### src/sv/wsc_pkg.sv
`timescale 1ns / 1ps
// Shared types and constants for the wiper sequencer with knob sensor check.
// No dependencies; imported by every module of the block.
package wsc_pkg;

  localparam int SAMPLE_BITS  = 12;
  localparam int FILTER_DEPTH = 8;
  localparam int SLOT_BITS    = $clog2(FILTER_DEPTH);
  localparam int SUM_BITS     = SAMPLE_BITS + SLOT_BITS;
  localparam int TICK_MS      = 10;
  localparam int MILLIS_BITS  = 12;
  localparam int DUTY_BITS    = 12;
  localparam int CFG_IDX_BITS = 3;
  localparam int CFG_DAT_BITS = 12;

  localparam logic [SAMPLE_BITS-1:0] LVL_INT  = SAMPLE_BITS'(500);
  localparam logic [SAMPLE_BITS-1:0] LVL_LOW  = SAMPLE_BITS'(2000);
  localparam logic [SAMPLE_BITS-1:0] LVL_HIGH = SAMPLE_BITS'(3500);

  localparam logic [SAMPLE_BITS-1:0] MIN_SAFE_RST   = SAMPLE_BITS'(50);
  localparam logic [SAMPLE_BITS-1:0] MAX_SAFE_RST   = SAMPLE_BITS'(4040);
  localparam logic [SAMPLE_BITS-1:0] STEP_LIMIT_RST = SAMPLE_BITS'(1500);

  localparam logic [DUTY_BITS-1:0] DUTY_REST  = DUTY_BITS'(800);
  localparam logic [DUTY_BITS-1:0] DUTY_SWEEP = DUTY_BITS'(3300);

  localparam logic [MILLIS_BITS-1:0] MOVE_INT   = MILLIS_BITS'(500);
  localparam logic [MILLIS_BITS-1:0] MOVE_LOW   = MILLIS_BITS'(800);
  localparam logic [MILLIS_BITS-1:0] MOVE_HIGH  = MILLIS_BITS'(300);
  localparam logic [MILLIS_BITS:0]   INT_PAUSE  = (MILLIS_BITS+1)'(3000);
  localparam logic [MILLIS_BITS-1:0] MILLIS_MAX = '1;

  typedef enum logic [1:0] {
    WIPE_OFF      = 2'd0,
    WIPE_INTERMIT = 2'd1,
    WIPE_LOW      = 2'd2,
    WIPE_HIGH     = 2'd3
  } mode_t;

  localparam logic [CFG_IDX_BITS-1:0] REG_USE_REMOTE  = CFG_IDX_BITS'(0);
  localparam logic [CFG_IDX_BITS-1:0] REG_REMOTE_MODE = CFG_IDX_BITS'(1);
  localparam logic [CFG_IDX_BITS-1:0] REG_MIN_SAFE    = CFG_IDX_BITS'(2);
  localparam logic [CFG_IDX_BITS-1:0] REG_MAX_SAFE    = CFG_IDX_BITS'(3);
  localparam logic [CFG_IDX_BITS-1:0] REG_STEP_LIMIT  = CFG_IDX_BITS'(4);

  // One classified tick handed from the front end to the sequencer.
  typedef struct packed {
    logic                   fault;
    mode_t                  mode;
    logic [SAMPLE_BITS-1:0] level;
  } item_t;

endpackage

### src/sv/wiper_sequencer_with_sensor_check_top.sv
`timescale 1ns / 1ps
// Top level of the wiper sequencer with knob sensor check.
// Depends on wsc_pkg, wsc_front, wsc_fifo and wsc_back.
//
//  channel  | handshake              | payload
//  ---------+------------------------+---------------------------------------
//  cfg      | cfg_valid / cfg_ready  | cfg_index[2:0], cfg_data[11:0]
//  in       | in_valid / in_ready    | adc_sample[11:0]
//  out      | out_valid / out_ready  | fault, mode, filtered_level, wiper_phase,
//           |                        | servo_duty, led_blue_on/green_on/red_on
//
// One transfer per clock sustained on in and out while out_ready stays high.
// A sample is checked, filtered and classified in the cycle it is taken and
// lands in a 2-entry queue; the sequencer pops one per cycle, unless out
// stalls, into the result register, so an item passes the queue slot and
// then the result register before its out transfer.
// Reset (rst, synchronous) clears the ring, the sum, the config registers to
// their defaults, the sequencer to idle at rest duty, and empties the queue.
// An out stall fills the queue; in_ready drops only once both slots hold.
// cfg_ready is always high.
module wiper_sequencer_with_sensor_check_top import wsc_pkg::*; #(
  parameter int TICK_STEP_MS = TICK_MS  // sequencer time step per tick
) (
  input  logic                    clk,
  input  logic                    rst,
  input  logic                    cfg_valid,
  output logic                    cfg_ready,
  input  logic [CFG_IDX_BITS-1:0] cfg_index,
  input  logic [CFG_DAT_BITS-1:0] cfg_data,
  input  logic                    in_valid,
  output logic                    in_ready,
  input  logic [SAMPLE_BITS-1:0]  adc_sample,
  output logic                    out_valid,
  input  logic                    out_ready,
  output logic                    fault,
  output logic [1:0]              mode,
  output logic [SAMPLE_BITS-1:0]  filtered_level,
  output logic [1:0]              wiper_phase,
  output logic [DUTY_BITS-1:0]    servo_duty,
  output logic                    led_blue_on,
  output logic                    led_green_on,
  output logic                    led_red_on
);

  // front end -> queue
  logic  push;
  item_t push_item;
  logic  q_full;
  // queue -> sequencer
  logic  pop;
  logic  q_valid;
  item_t q_head;

  wsc_front u_front (
    .clk        (clk),
    .rst        (rst),
    .cfg_valid  (cfg_valid),
    .cfg_ready  (cfg_ready),
    .cfg_index  (cfg_index),
    .cfg_data   (cfg_data),
    .in_valid   (in_valid),
    .in_ready   (in_ready),
    .adc_sample (adc_sample),
    .push       (push),
    .push_item  (push_item),
    .q_full     (q_full)
  );

  wsc_fifo u_fifo (
    .clk       (clk),
    .rst       (rst),
    .push      (push),
    .push_item (push_item),
    .full      (q_full),
    .pop       (pop),
    .not_empty (q_valid),
    .head      (q_head)
  );

  wsc_back #(
    .TICK_STEP_MS (TICK_STEP_MS)
  ) u_back (
    .clk            (clk),
    .rst            (rst),
    .q_valid        (q_valid),
    .q_item         (q_head),
    .pop            (pop),
    .out_valid      (out_valid),
    .out_ready      (out_ready),
    .fault          (fault),
    .mode           (mode),
    .filtered_level (filtered_level),
    .wiper_phase    (wiper_phase),
    .servo_duty     (servo_duty),
    .led_blue_on    (led_blue_on),
    .led_green_on   (led_green_on),
    .led_red_on     (led_red_on)
  );

endmodule

### src/sv/wsc_front.sv
`timescale 1ns / 1ps
// Front end: config registers, sensor check, moving-average ring and mode select.
// Depends on wsc_pkg.
module wsc_front import wsc_pkg::*; (
  input  logic                    clk,
  input  logic                    rst,
  input  logic                    cfg_valid,
  output logic                    cfg_ready,
  input  logic [CFG_IDX_BITS-1:0] cfg_index,
  input  logic [CFG_DAT_BITS-1:0] cfg_data,
  input  logic                    in_valid,
  output logic                    in_ready,
  input  logic [SAMPLE_BITS-1:0]  adc_sample,
  output logic                    push,
  output item_t                   push_item,
  input  logic                    q_full
);

  logic                   use_remote;
  mode_t                  remote_mode;
  logic [SAMPLE_BITS-1:0] min_safe;
  logic [SAMPLE_BITS-1:0] max_safe;
  logic [SAMPLE_BITS-1:0] step_limit;

  logic [SAMPLE_BITS-1:0] ring [FILTER_DEPTH];
  logic [SUM_BITS-1:0]    ring_sum;
  logic [SLOT_BITS-1:0]   ring_slot;
  logic [SAMPLE_BITS-1:0] previous_raw;

  logic [SAMPLE_BITS-1:0] delta;
  logic                   fault;
  logic [SUM_BITS-1:0]    sum_next;
  logic [SAMPLE_BITS-1:0] level;
  mode_t                  knob_mode;
  mode_t                  mode;

  assign cfg_ready = 1'b1;
  assign in_ready  = !q_full;
  assign push      = in_valid && in_ready;

  always_comb begin
    delta    = (adc_sample > previous_raw) ? adc_sample - previous_raw
                                           : previous_raw - adc_sample;
    fault    = (adc_sample < min_safe) || (adc_sample > max_safe) || (delta > step_limit);
    sum_next = ring_sum - SUM_BITS'(ring[ring_slot]) + SUM_BITS'(adc_sample);
    // faulty tick leaves the average where it was
    level    = fault ? ring_sum[SUM_BITS-1:SLOT_BITS] : sum_next[SUM_BITS-1:SLOT_BITS];
    priority if (level < LVL_INT)  knob_mode = WIPE_OFF;
    else if (level < LVL_LOW)      knob_mode = WIPE_INTERMIT;
    else if (level < LVL_HIGH)     knob_mode = WIPE_LOW;
    else                           knob_mode = WIPE_HIGH;
    if (fault)           mode = WIPE_OFF;
    else if (use_remote) mode = remote_mode;
    else                 mode = knob_mode;
    push_item.fault = fault;
    push_item.mode  = mode;
    push_item.level = level;
  end

  always_ff @(posedge clk) begin
    if (rst) begin
      use_remote  <= 1'b0;
      remote_mode <= WIPE_OFF;
      min_safe    <= MIN_SAFE_RST;
      max_safe    <= MAX_SAFE_RST;
      step_limit  <= STEP_LIMIT_RST;
    end else if (cfg_valid && cfg_ready) begin
      unique case (cfg_index)
        REG_USE_REMOTE:  use_remote  <= cfg_data[0];
        REG_REMOTE_MODE: remote_mode <= mode_t'(cfg_data[1:0]);
        REG_MIN_SAFE:    min_safe    <= cfg_data[SAMPLE_BITS-1:0];
        REG_MAX_SAFE:    max_safe    <= cfg_data[SAMPLE_BITS-1:0];
        REG_STEP_LIMIT:  step_limit  <= cfg_data[SAMPLE_BITS-1:0];
        default: ;
      endcase
    end
  end

  always_ff @(posedge clk) begin
    if (rst) begin
      for (int i = 0; i < FILTER_DEPTH; i++) ring[i] <= '0;
      ring_sum     <= '0;
      ring_slot    <= '0;
      previous_raw <= '0;
    end else if (push) begin
      previous_raw <= adc_sample;
      if (!fault) begin
        ring[ring_slot] <= adc_sample;
        ring_sum        <= sum_next;
        ring_slot       <= ring_slot + SLOT_BITS'(1);
      end
    end
  end

endmodule

### src/sv/wsc_fifo.sv
`timescale 1ns / 1ps
// Two-entry queue of classified ticks between front end and sequencer.
// Depends on wsc_pkg.
module wsc_fifo import wsc_pkg::*; (
  input  logic  clk,
  input  logic  rst,
  input  logic  push,
  input  item_t push_item,
  output logic  full,
  input  logic  pop,
  output logic  not_empty,
  output item_t head
);

  item_t       slots [2];
  logic        wr_ptr;
  logic        rd_ptr;
  logic [1:0]  count;

  assign full      = (count == 2'd2);
  assign not_empty = (count != 2'd0);
  assign head      = slots[rd_ptr];

  always_ff @(posedge clk) begin
    if (push) slots[wr_ptr] <= push_item;
  end

  always_ff @(posedge clk) begin
    if (rst) begin
      wr_ptr <= 1'b0;
      rd_ptr <= 1'b0;
      count  <= 2'd0;
    end else begin
      if (push) wr_ptr <= !wr_ptr;
      if (pop)  rd_ptr <= !rd_ptr;
      unique case ({push, pop})
        2'b10:   count <= count + 2'd1;
        2'b01:   count <= count - 2'd1;
        default: count <= count;
      endcase
    end
  end

endmodule

### src/sv/wsc_back.sv
`timescale 1ns / 1ps
// Back end: servo sweep sequencer, LED decode and the result register.
// Depends on wsc_pkg.
module wsc_back import wsc_pkg::*; #(
  parameter int TICK_STEP_MS = TICK_MS
) (
  input  logic                   clk,
  input  logic                   rst,
  input  logic                   q_valid,
  input  item_t                  q_item,
  output logic                   pop,
  output logic                   out_valid,
  input  logic                   out_ready,
  output logic                   fault,
  output logic [1:0]             mode,
  output logic [SAMPLE_BITS-1:0] filtered_level,
  output logic [1:0]             wiper_phase,
  output logic [DUTY_BITS-1:0]   servo_duty,
  output logic                   led_blue_on,
  output logic                   led_green_on,
  output logic                   led_red_on
);

  typedef enum logic [1:0] {
    PH_IDLE = 2'd0,
    PH_UP   = 2'd1,
    PH_DOWN = 2'd2
  } phase_t;

  phase_t                 phase, phase_next;
  logic [MILLIS_BITS-1:0] millis, millis_next;
  logic [DUTY_BITS-1:0]   duty, duty_next;
  logic [MILLIS_BITS-1:0] dur;
  logic [MILLIS_BITS:0]   target;
  logic [MILLIS_BITS:0]   t_sum;
  logic [MILLIS_BITS-1:0] t_sat;
  phase_t                 p_start;

  assign pop         = q_valid && (!out_valid || out_ready);
  assign wiper_phase = phase;
  assign servo_duty  = duty;

  always_comb begin
    unique case (q_item.mode)
      WIPE_INTERMIT: dur = MOVE_INT;
      WIPE_LOW:      dur = MOVE_LOW;
      default:       dur = MOVE_HIGH;
    endcase
    target  = (q_item.mode == WIPE_INTERMIT) ? {1'b0, dur} + INT_PAUSE : {1'b0, dur};
    p_start = (phase == PH_IDLE) ? PH_UP : phase;
    t_sum   = ((phase == PH_IDLE) ? '0 : {1'b0, millis}) + (MILLIS_BITS+1)'(TICK_STEP_MS);
    t_sat   = t_sum[MILLIS_BITS] ? MILLIS_MAX : t_sum[MILLIS_BITS-1:0];
    phase_next  = p_start;
    millis_next = t_sat;
    duty_next   = (phase == PH_IDLE) ? DUTY_SWEEP : duty;
    if (q_item.mode == WIPE_OFF) begin
      phase_next  = PH_IDLE;
      millis_next = '0;
      duty_next   = DUTY_REST;
    end else begin
      unique case (p_start)
        PH_UP: begin
          if (t_sat >= dur) begin
            phase_next  = PH_DOWN;
            millis_next = '0;
            duty_next   = DUTY_REST;
          end
        end
        PH_DOWN: begin
          if ({1'b0, t_sat} >= target) begin
            phase_next  = PH_IDLE;
            millis_next = '0;
          end
        end
        default: phase_next = PH_IDLE;
      endcase
    end
  end

  always_ff @(posedge clk) begin
    if (rst) begin
      phase     <= PH_IDLE;
      millis    <= '0;
      duty      <= DUTY_REST;
      out_valid <= 1'b0;
    end else begin
      if (pop) begin
        phase     <= phase_next;
        millis    <= millis_next;
        duty      <= duty_next;
        out_valid <= 1'b1;
      end else if (out_ready) begin
        out_valid <= 1'b0;
      end
    end
  end

  always_ff @(posedge clk) begin
    if (pop) begin
      fault          <= q_item.fault;
      mode           <= q_item.mode;
      filtered_level <= q_item.level;
      led_blue_on    <= (q_item.mode == WIPE_INTERMIT);
      led_green_on   <= (q_item.mode == WIPE_LOW);
      led_red_on     <= (q_item.mode == WIPE_HIGH);
    end
  end

`ifndef ASSERT_OFF
  a_up_sweeps: assert property (@(posedge clk) disable iff (rst)
    out_valid && phase == PH_UP |-> duty == DUTY_SWEEP)
    else $error("up phase without sweep duty");
  a_fault_off: assert property (@(posedge clk) disable iff (rst)
    out_valid && fault |-> mode == WIPE_OFF && phase == PH_IDLE)
    else $error("fault did not force mode off");
  a_off_rest: assert property (@(posedge clk) disable iff (rst)
    out_valid && mode == WIPE_OFF |-> duty == DUTY_REST && millis == '0)
    else $error("mode off but servo not at rest");
  a_leds: assert property (@(posedge clk) disable iff (rst)
    out_valid |-> $onehot0({led_blue_on, led_green_on, led_red_on}))
    else $error("more than one LED on");
`endif

endmodule
### config.mk
export PLATFORM = sky130hd
export DESIGN_NAME = wiper_sequencer_with_sensor_check_top
export DESIGN_NICKNAME = d
export VERILOG_FILES = /design/src/sv/wsc_pkg.sv /design/src/sv/wiper_sequencer_with_sensor_check_top.sv /design/src/sv/wsc_front.sv /design/src/sv/wsc_fifo.sv /design/src/sv/wsc_back.sv
export SDC_FILE = /design/constraint.sdc
export NUM_CORES = 1
export LEC_CHECK = 0
export ABC_AREA = 1
export BUFFER_PORTS_ARGS = -buffer_cell sky130_fd_sc_hd__buf_2
export CORE_AREA = 2 2 163 165
export DETAILED_ROUTE_END_ITERATION = 16
export DIE_AREA = 0 0 165 167
export GPL_ROUTABILITY_DRIVEN = 0
export PLACE_DENSITY_LB_ADDON = 0.08
export SLEW_MARGIN = 10
export SYNTH_ARGS = -nofsm -noshare
export SYNTH_HDL_FRONTEND = slang
export SYNTH_SLANG_ARGS = --single-unit
export TNS_END_PERCENT = 1
### constraint.sdc
create_clock -name clk -period 5.05 [get_ports clk]
set_input_delay 0.505 -clock clk [delete_from_list [all_inputs] [get_ports clk]]
set_output_delay 0.505 -clock clk [all_outputs]
set_load 0.02 [all_outputs]
==> results.md, run 1 <==
- Critical path peak fanout: 18
- Tmin final: 4560 ps
- Share of layout cells above drive strength 1: 0.132
- Total gr overflow: 0
- Unrepaired setup endpoints after global routing: no
- CTS max path bufs: 3
- Antenna viol nets, final: 0
- CP max stage cell: inv_1
- Ports: 67
- Vias per cell: 5.35
- I/O Buffers: 65
- Mean Syn Cell Area: 8.35 µm²
- Maximum VDD drop: 350 µV
- Worst Path Buf+Inv: 4
- Worst setup EP type: flop
- # setup viols final: 0
- Hold_buf cts: 0
- Top-area cell type share of the netlist area: 0.310
- Critical Path RT: 5420 ps
- Max Slew Vio Count: 0
- Final layout net count: 1,901
- TNS Setup: 0 ps
- DR vias: 11.3k
- Root Buffer: clkbuf_16
- Die W: 165 µm
- Number of synthesized flops with an enable pin: 144
- Core area: 25,800 µm²
- Final WS setup: 491 ps
- Met1 usage: 0.328
- Mapped Area: 14,000 µm²
- Post-CTS sizing: 0
- Initial core utilization: 0.542
- DP HPWL: 24,900 µm
- Placed cell area: 14,900 µm²
- Gr usage total: 0.251
- H-tree levels: 1
- Clock transition at path regs: 60 ps
- Per-cell routed wire length: 16.0 µm
- Die H: 167 µm
- F_max: 0.219 GHz
- Routed wire length: 33,800 µm
- Relative slew slack: 0.226
- Register area share after synthesis: 0.459
- Maxcap violations: 0
- Post-route cell area: 15,700 µm²
- Drt drc: 0
- First-pass GRT wire length: 55,000 µm
- Top post-synthesis cells by count: nand2_1, nor2_1, inv_1
- Ys async rst share: 0
- DRT iter0 DRCs: 812
- Final worst-path cycle share: 0.903
- WS Path Type: reg -> reg
- Critical Path Max Stage Delay: 430 ps
- Critical path data arrival time: 4930 ps
- Pwr/cell area: 533 nW/µm²
- Post-CTS Setup Bufs: 0
- Flops & latches, synth: 248
- Initial antenna violation count: 0
- Antenna diode count: 0
- CTS tree: yes
- Top-count cell post-synth: nand2_1
- Post-synth top area cell: edfxtp_1
- Yosys cell types: 49
- Clock latency on the worst-skew pair: 540 ps
- GR Util met3: 0.0311
- # clock sinks: 248
- Die ar.: 27,600 µm²
- TritonRoute pass-1 iters: 6
- Startpoint Class: flop
- R2r setup slk: 490 ps
- YS warnings: 0
- Fillers: 2,268
- Num CTS Buffers: 27
- Area Growth Syn to Fin: 12.4%
- Most frequent CP cell: nand2_1
- Worst min path class: in -> reg
- Final Skew: 11.3 ps
- Routing usage on met2: 0.434
- Largest net degree at the start of global routing: 61
- Synth Instances: 1,671
- CP delay by family, top: compound AO/OA/AOI/OAI gates
- Top cells by area, synth: edfxtp_1, dfxtp_1, ha_1
- Std cell rows: 59
- Hold Vio Cnt, Final: 0
- Outcome: finished clean
- Setup WS pre-CTS: 159 ps
- Most Crowded Layer GR: met2
- Net Count, Synth: 1,813
- Top FF cell, synth: edfxtp_1
- Number of global-route vias before repair: 11.0k
- Worst slew pin tran: 1150 ps
- Leakage: 7.08 nW
-- sequential cells by signal, summed over array words and instances (netlist names), 2 cells and up, named ones only --
signal,cells
u_front.min_safe,12
u_fifo.count,2
u_back.mode,2
u_fifo.slots,30
u_front.ring,96
u_back.filtered_level,12
u_front.remote_mode,2
u_back.servo_duty,12
u_front.max_safe,12
u_back.millis,12
u_front.previous_raw,12
u_front.step_limit,12
u_front.ring_sum,15
u_front.ring_slot,3
u_back.wiper_phase,2
-- power by group --
group	switching (mW)	internal, mW
Sequential	0.132	2.59
Clock	0.791	1.05
Combinational	2.51	1.29
Total	3.43	4.93
-- area by class of cell --
| cell class | instances | area, µm² | area share |
|---|---|---|---|
| Clock buffer | 34 | 712 | 0.0454 |
| Inverter | 226 | 848 | 0.0541 |
| Sequential cell | 248 | 6410 | 0.408 |
| Clock inverter | 16 | 106 | 0.00678 |
| Multi-Input combinational cell | 1141 | 6480 | 0.413 |
| Timing Repair Buffer | 115 | 717 | 0.0457 |
| Tap cell | 335 | 419 | 0.0267 |
-- worst reg2reg max path: cells and delay by family, from the launching register on --
| kind | cells | cell delay [ps] |
|---|---|---|
| compound gates | 6 | 1340 |
| simple gates | 12 | 1070 |
| fa+ha+maj | 3 | 970 |
| buf+inv | 4 | 690 |
| flops | 1 | 330 |
-- layer usage --
metal,routed length [µm],vias up
li1,-,5694
met3,1410,51
met2,16500,241
met5,0,-
met1,15000,5330
met4,949,0
-- logic make-up (layout without fill, tap and decap cells) --
logic type / count (synthesis) / count (layout) / synth area share
simple gates: 667 / 667 / 0.204
compound gates: 328 / 328 / 0.130
buf+inv: 282 / 391 / 0.0773
flops: 248 / 248 / 0.459
fa+ha+maj: 110 / 110 / 0.106
xor+xnor: 21 / 21 / 0.0132
mux: 13 / 13 / 0.0105
other cells: 2 / 2 / 0.000538
-- per-stage QoR --
stage	power (mW)	hold slack (ps)	util	instances
2_1_floorplan	5.48	426	-	1671
3_3_place_gp	6.48	427	0.577	2065
3_5_place_dp	6.54	436	0.577	2065
4_1_cts	8.39	190	0.609	2115
5_1_grt	9.01	221	0.609	2115
6_report	8.36	205	0.609	2115
-- final timing paths --
kind | start | to | depth (start not counted)
max | flop | u_fifo.slots[0][13] | 25
min | cfg_data[8] | u_front.max_safe[8] | 3
max reg2reg | flop | u_fifo.slots[0][13] | 25
min reg2reg | u_back.servo_duty[5] | u_back.servo_duty[5] | 2
-- layout by cell type, fill, tap and decap left out, types with 16 or more instances in the layout --
cell,instances
o211ai_1,16
dfxtp_1,104
buf_4,48
a31oi_1,18
buf_2,65
nand3_1,48
nand2_1,278
a21oi_1,117
edfxtp_1,144
inv_1,207
clkbuf_16,27
clkinv_1,19
nor2_1,262
nand2_2,19
o21ai_0,133
ha_1,96
No activity file was read; power rests on OpenSTA's default activity.
==> run 2, diff against run 1 <==
--- a/config.mk
+++ b/config.mk
@@ -12,6 +12,7 @@
 export DIE_AREA = 0 0 165 167
 export GPL_ROUTABILITY_DRIVEN = 0
 export PLACE_DENSITY_LB_ADDON = 0.08
+export RECOVER_POWER = 100
 export SLEW_MARGIN = 10
 export SYNTH_ARGS = -nofsm -noshare
 export SYNTH_HDL_FRONTEND = slang
==> run 2 against run 1 <==
The flow now finishes with violations (capacitance limit, slew limit). Final cell count stayed put. Die area did not move. Sequential share of layout area up 0.49 points. Routed wire length rose by 0.24%. Highest routed layer unchanged. Clock skew about the same. Combinational power is 1% lower. Critical path depth stayed put. Hold slack gained 0.70 ps. Clock power hardly changed. First-iteration DRC count up 6.9%. Largest power group unchanged. Setup slack got worse by 22 ps. Core utilization down 0.72 points.
==> results.md, run 2 (synthesis results as in run 1) <==
- Max reg flops: 96
- Largest net degree at the start of global routing: 61
- Initial antenna violation count: 0
- Initial core utilization: 0.542
- CTS tree: yes
- Core area: 25,800 µm²
- Routed wire length: 33,800 µm
- Hold_buf cts: 0
- TritonRoute pass-1 iters: 5
- Hold Path Origin: cfg_data[8]
- Number of global-route vias before repair: 11.0k
- Leakage: 6.90 nW
- Maximum VDD drop: 325 µV
- Per-cell routed wire length: 16.0 µm
- Hold WS: 206 ps
- Critical path data arrival time: 4950 ps
- # setup viols final: 0
- Largest Register: u_front.ring
- Total gr overflow: 0
- Startpoint Class: flop
- DRT iter0 DRCs: 868
- First-pass GRT wire length: 55,000 µm
- Maxcap violations: 1
- Drt drc: 0
- Finished Core Util: 0.602
- Gr usage total: 0.251
- Post-CTS Setup Bufs: 0
- Final Instance Count excl. Fillers: 2,115
- TNS Setup: 0 ps
- Pwr/cell area: 536 nW/µm²
- Biggest regs: u_front.ring: 96 flops, u_fifo.slots: 30 flops, u_front.ring_sum: 15 flops
- # clock sinks: 248
- Antenna diode count: 0
- Clock transition at path regs: 60 ps
- Hold path endpoint: u_front.max_safe[8]
- Register Area: 6410 µm²
- Area of the multi-input gates: 6420 µm²
- H-tree levels: 1
- Relative slew slack: -0.608
- DP HPWL: 24,900 µm
- Placed cells: 2,065
- Final Skew: 11.3 ps
- Std cell rows: 59
- Clock latency on the worst-skew pair: 540 ps
- WS Path Type: reg -> reg
- Worst min path class: in -> reg
- Worst r2r dst: u_fifo.slots[0][13]
- R2r setup slk: 470 ps
- Worst Reg-to-Reg Cells: 25
- Vias per cell: 5.37
- Hold Vio Cnt, Final: 0
- Fillers: 2,326
- DR vias: 11.4k
- Antenna viol nets, final: 0
- Post-CTS sizing: 0
- Final worst-path cycle share: 0.907
- F_max: 0.218 GHz
- Failing checks: capacitance limit, slew limit
- Tmin final: 4580 ps
- Die W: 165 µm
- Critical path peak fanout: 18
- Hold Path Cell Cnt: 3
- Num CTS Buffers: 27
- Worst setup EP type: flop
- Max Slew Vio Count: 61
- Outcome: complete, but fails checks
- Critical Path RT: 5420 ps
- Die ar.: 27,600 µm²
- Area Growth Syn to Fin: 11.1%
- Root Buffer: clkbuf_16
- Share of layout cells above drive strength 1: 0.0921
- Worst slew pin tran: 2410 ps
- Final layout net count: 1,901
- I/O Buffers: 65
- Unrepaired setup endpoints after global routing: no
- Ports: 67
- Most common cell after layout, fill and taps aside: nand2_1
- Commonest non-fill, non-tap cells in the layout: nand2_1, nor2_1, inv_1
- CTS max path bufs: 3
- Die H: 167 µm
==> run 2: final cells by class <==
cell class	instances	share of cell area
Tap cell	335	0.0270
Inverter	226	0.0547
Multi-Input combinational cell	1141	0.414
Clock inverter	16	0.00686
Clock buffer	34	0.0459
Timing Repair Buffer	115	0.0386
Sequential cell	248	0.413
==> run 2: how the worst max path moves through the flow <==
stage               depth (start not counted)                     from                  end
detailed placement                         35            adc_sample[3]  u_fifo.slots[0][13]
CTS                                        35  u_front.previous_raw[0]  u_fifo.slots[0][13]
global route                               35  u_front.previous_raw[0]  u_fifo.slots[1][12]
global placement                           36            adc_sample[0]  u_fifo.slots[0][13]
floorplan                                  28            adc_sample[7]   u_front.ring[1][0]
finish                                     25                     flop  u_fifo.slots[0][13]
==> run 2: routing by layer <==
layer / GRT usage / vias to the layer above / wire length (µm)
li1: - / 5691 / -
met1: 0.328 / 5334 / 14900
met4: 0.0726 / 0 / 982
met5: 0 / - / 0
met2: 0.434 / 283 / 16400
met3: 0.0311 / 60 / 1530
==> run 2: metrics by stage <==
step           worst slack [ps]  total power, mW  area, µm²
6_report                    469             8.32      15500
5_1_grt                    15.4             8.95      15500
4_1_cts                     542             8.39      15700
3_5_place_dp                159             6.54      14900
3_3_place_gp                324             6.48      14900
2_1_floorplan               239             5.48      14000
==> run 2: worst max-delay path, stage by stage (launching register included) <==
cell,delay [ps]
dfxtp_1,330
inv_1,430
o21ai_0,150
o22ai_1,200
nor2_1,60
a31oi_1,320
ha_1,300
inv_1,70
ha_1,260
inv_1,80
fa_1,410
inv_1,100
nand3_1,70
nand3_1,140
nand2_1,130
a21boi_0,300
nor2_1,70
nand2_1,80
nand2_1,70
nand2_1,60
nand2_1,130
nor2_1,120
nand3_1,80
a21oi_1,190
nand2_1,70
a21oi_1,180
==> run 2: where the power goes <==
| part | switching, mW | total [mW] | internal [mW] |
|---|---|---|---|
| logic | 2.51 | 3.75 | 1.24 |
| clock network | 0.789 | 1.84 | 1.05 |
| registers | 0.135 | 2.73 | 2.60 |
==> run 3, diff against run 2 <==
--- a/config.mk
+++ b/config.mk
@@ -7,14 +7,15 @@
 export LEC_CHECK = 0
 export ABC_AREA = 1
 export BUFFER_PORTS_ARGS = -buffer_cell sky130_fd_sc_hd__buf_2
-export CORE_AREA = 2 2 163 165
+export CORE_AREA = 2 2 164 166
 export DETAILED_ROUTE_END_ITERATION = 16
-export DIE_AREA = 0 0 165 167
+export DIE_AREA = 0 0 166 168
 export GPL_ROUTABILITY_DRIVEN = 0
 export PLACE_DENSITY_LB_ADDON = 0.08
 export RECOVER_POWER = 100
 export SLEW_MARGIN = 10
 export SYNTH_ARGS = -nofsm -noshare
 export SYNTH_HDL_FRONTEND = slang
+export SYNTH_HIERARCHICAL = 1
 export SYNTH_SLANG_ARGS = --single-unit
 export TNS_END_PERCENT = 1
==> run 3 against run 2 <==
The run still ends with capacitance limit, slew limit left. Non-clock buffer count is the same. Critical path depth increased by 7. Final cell count is 2.0% higher. Total power grew 1.6%. Combinational power grew 1%. Fmax is 1.2% higher. Sequential cell count unchanged. Register-to-register slack improved by 50 ps. Clock skew rose by 4.1 ps. Sequential share of layout area decreased by 0.51 points.
==> results.md, run 3 <==
- Ports: 67
- Top FF cell, synth: edfxtp_1
- TNS Setup: 0 ps
- Num CTS Buffers: 27
- DRT iter0 DRCs: 695
- Number of global-route vias before repair: 10.6k
- Final Total Pwr: 8.45 mW
- WS Path Type: reg -> reg
- Outcome: complete, but fails checks
- Antenna diode count: 0
- Worst setup EP type: flop
- Routed wire length: 34,100 µm
- Die W: 166 µm
- Worst Reg-to-Reg Cells: 32
- Fillers: 2,410
- Ys async rst share: 0
- Xor/xnor share of the synthesized area: 0.0111
- Flops & latches, synth: 248
- Mux share of post-synthesis cell area: 0.0160
- Die H: 168 µm
- TritonRoute pass-1 iters: 6
- Top-count cell post-synth: nand2_1
- Top post-synthesis cells by count: nand2_1, nor2_1, inv_1
- Maximum VDD drop: 359 µV
- Yosys cell types: 51
- CP max stage cell: nand2_1
- Hold path endpoint: u_front/max_safe[11]
- Net Count, Synth: 1,849
- DP HPWL: 25,200 µm
- Critical path peak fanout: 12
- Critical Path RT: 5230 ps
- Area Growth Syn to Fin: 10.7%
- Gr usage total: 0.242
- Most frequent CP cell: nand2_1
- Mean Syn Cell Area: 8.31 µm²
- Hold Path Origin: cfg_data[11]
- Pwr/cell area: 538 nW/µm²
- Biggest regs: u_front/ring: 96 flops, u_fifo/slots: 30 flops, u_front/ring_sum: 15 flops
- Clock transition at path regs: 60 ps
- Mapped Area: 14,200 µm²
- Post-synth top area cell: edfxtp_1
- Per-cell routed wire length: 15.8 µm
- Hold Path Cell Cnt: 3
- Register area share after synthesis: 0.452
- Worst Path Buf+Inv: 6
- Antenna viol nets, final: 0
- Maxcap violations: 2
- Post-synthesis compound-gate area fraction: 0.120
- Max reg flops: 96
- Worst min path class: in -> reg
- Failing checks: capacitance limit, slew limit
- Core area: 26,400 µm²
- Clock latency on the worst-skew pair: 540 ps
- Std cell rows: 60
- Synth Instances: 1,707
- Die ar.: 27,900 µm²
- # setup viols final: 0
- F_max: 0.221 GHz
- Top-area cell type share of the netlist area: 0.305
- Worst slew pin tran: 2470 ps
- Most common cell after layout, fill and taps aside: nand2_1
- Commonest non-fill, non-tap cells in the layout: nand2_1, nor2_1, inv_1
- Critical path data arrival time: 4710 ps
- Largest net degree at the start of global routing: 43
- Initial antenna violation count: 0
- Post-synthesis adder-cell area fraction: 0.104
- First-pass GRT wire length: 55,200 µm
- Startpoint Class: flop
- CTS tree: yes
- Largest Register: u_front/ring
- Worst r2r dst: u_front/ring[1][10]
- Critical Path Max Stage Delay: 440 ps
- Top cells by area, synth: edfxtp_1, dfxtp_1, ha_1
- Root Buffer: clkbuf_16
- H-tree levels: 1
- R2r setup slk: 520 ps
- Relative slew slack: -0.646
- CP delay by family, top: simple AND/OR/NAND/NOR gates
- # clock sinks: 248
- Max Slew Vio Count: 83
- Final layout net count: 1,939
- YS warnings: 6
- Register Area: 6410 µm²
- I/O Buffers: 65
- Share of layout cells above drive strength 1: 0.0897
- Initial core utilization: 0.538
- Total gr overflow: 0
- Area of the multi-input gates: 6550 µm²
- Final Skew: 15.4 ps
- Drt drc: 0
- Vias per cell: 5.24
- Hold Vio Cnt, Final: 0
- DR vias: 11.3k
- Leakage: 7.12 nW
- R2R Path Start: u_front/previous_raw[0]
- CTS max path bufs: 3
- Post-Synth Simple-Gate Area: 0.215
- Largest family of logic cells by synthesized area: simple AND/OR/NAND/NOR gates
- Number of synthesized flops with an enable pin: 144
- Unrepaired setup endpoints after global routing: no
- Final worst-path cycle share: 0.897
- Tmin final: 4530 ps
[run 3: cell count changes after synthesis, sizes merged, moves of 4 or more]
cell    delta
o21ai     -12
buf       +16
nor2      +17
clkbuf    -18
nand2     +34
xor2       -6
o211ai     -4
[run 3: layout make-up]
class,count,share of cell area
tap,341,0.0272
timing repair buffer,115,0.0379
inverter,232,0.0556
clock buffer,36,0.0471
clock inverter,13,0.00725
multi-input combinational,1173,0.417
sequential,248,0.408
[run 3: layer usage]
layer  vias up  share of wire  global-route usage
li1       5779              -                   -
met1      5200           0.48               0.344
met2       293           0.45               0.392
met3        45          0.052              0.0331
met4         0          0.019              0.0631
met5         -              0                   0
[run 3: worst max path at each step]
stage | to | cells past startpoint | start
finish | u_front/ring[1][10] | 32 | u_front/previous_raw[0]
global route | u_fifo/slots[0][12] | 38 | u_front/previous_raw[0]
CTS | u_fifo/slots[0][13] | 37 | u_front/previous_raw[0]
detailed placement | u_fifo/slots[1][13] | 36 | adc_sample[5]
global placement | u_fifo/slots[0][12] | 37 | adc_sample[5]
floorplan | u_front/ring[3][0] | 32 | adc_sample[7]
[run 3: what timing repair did]
| action | CTS | global route |
|---|---|---|
| gates resized for setup | 0 | 1 |
| setup endpoints to repair | 0 | 4 |
| hold buffers | 0 | 0 |
| buffers inserted | 0 | 0 |
[run 3: report_power, final]
part           internal [mW]  leakage, nW  switching [mW]
Combinational           1.23         4.40            2.57
Sequential              2.60         2.30           0.146
Clock                   1.12        0.420           0.788
Total                   4.95         7.12            3.50
[run 3: kinds of logic (layout without fill, tap and decap cells)]
| logic type | after synthesis | after routing |
|---|---|---|
| buf+inv | 286 | 396 |
| other cells | 2 | 2 |
| fa+ha+maj | 110 | 110 |
| simple gates | 713 | 713 |
| mux | 17 | 17 |
| flops | 248 | 248 |
| compound gates | 313 | 313 |
| xor+xnor | 18 | 18 |
[run 3: per-stage QoR]
step	std cells	area [µm²]	hold slack, ps	worst slack [ps]	utilization
global route	2158	15700	215	35.3	0.596
detailed placement	2109	15000	432	108	0.570
floorplan	1707	14200	433	438	-
CTS	2158	15900	202	496	0.603
finish	2158	15700	223	523	0.596
global placement	2109	15000	426	208	0.570
[run 3: tightest hold or removal path: cells and delay by family]
| kind | cells | cell delay, ps |
|---|---|---|
| AO/OA/AOI/OAI | 2 | 110 |
| buffers and inverters | 1 | 100 |
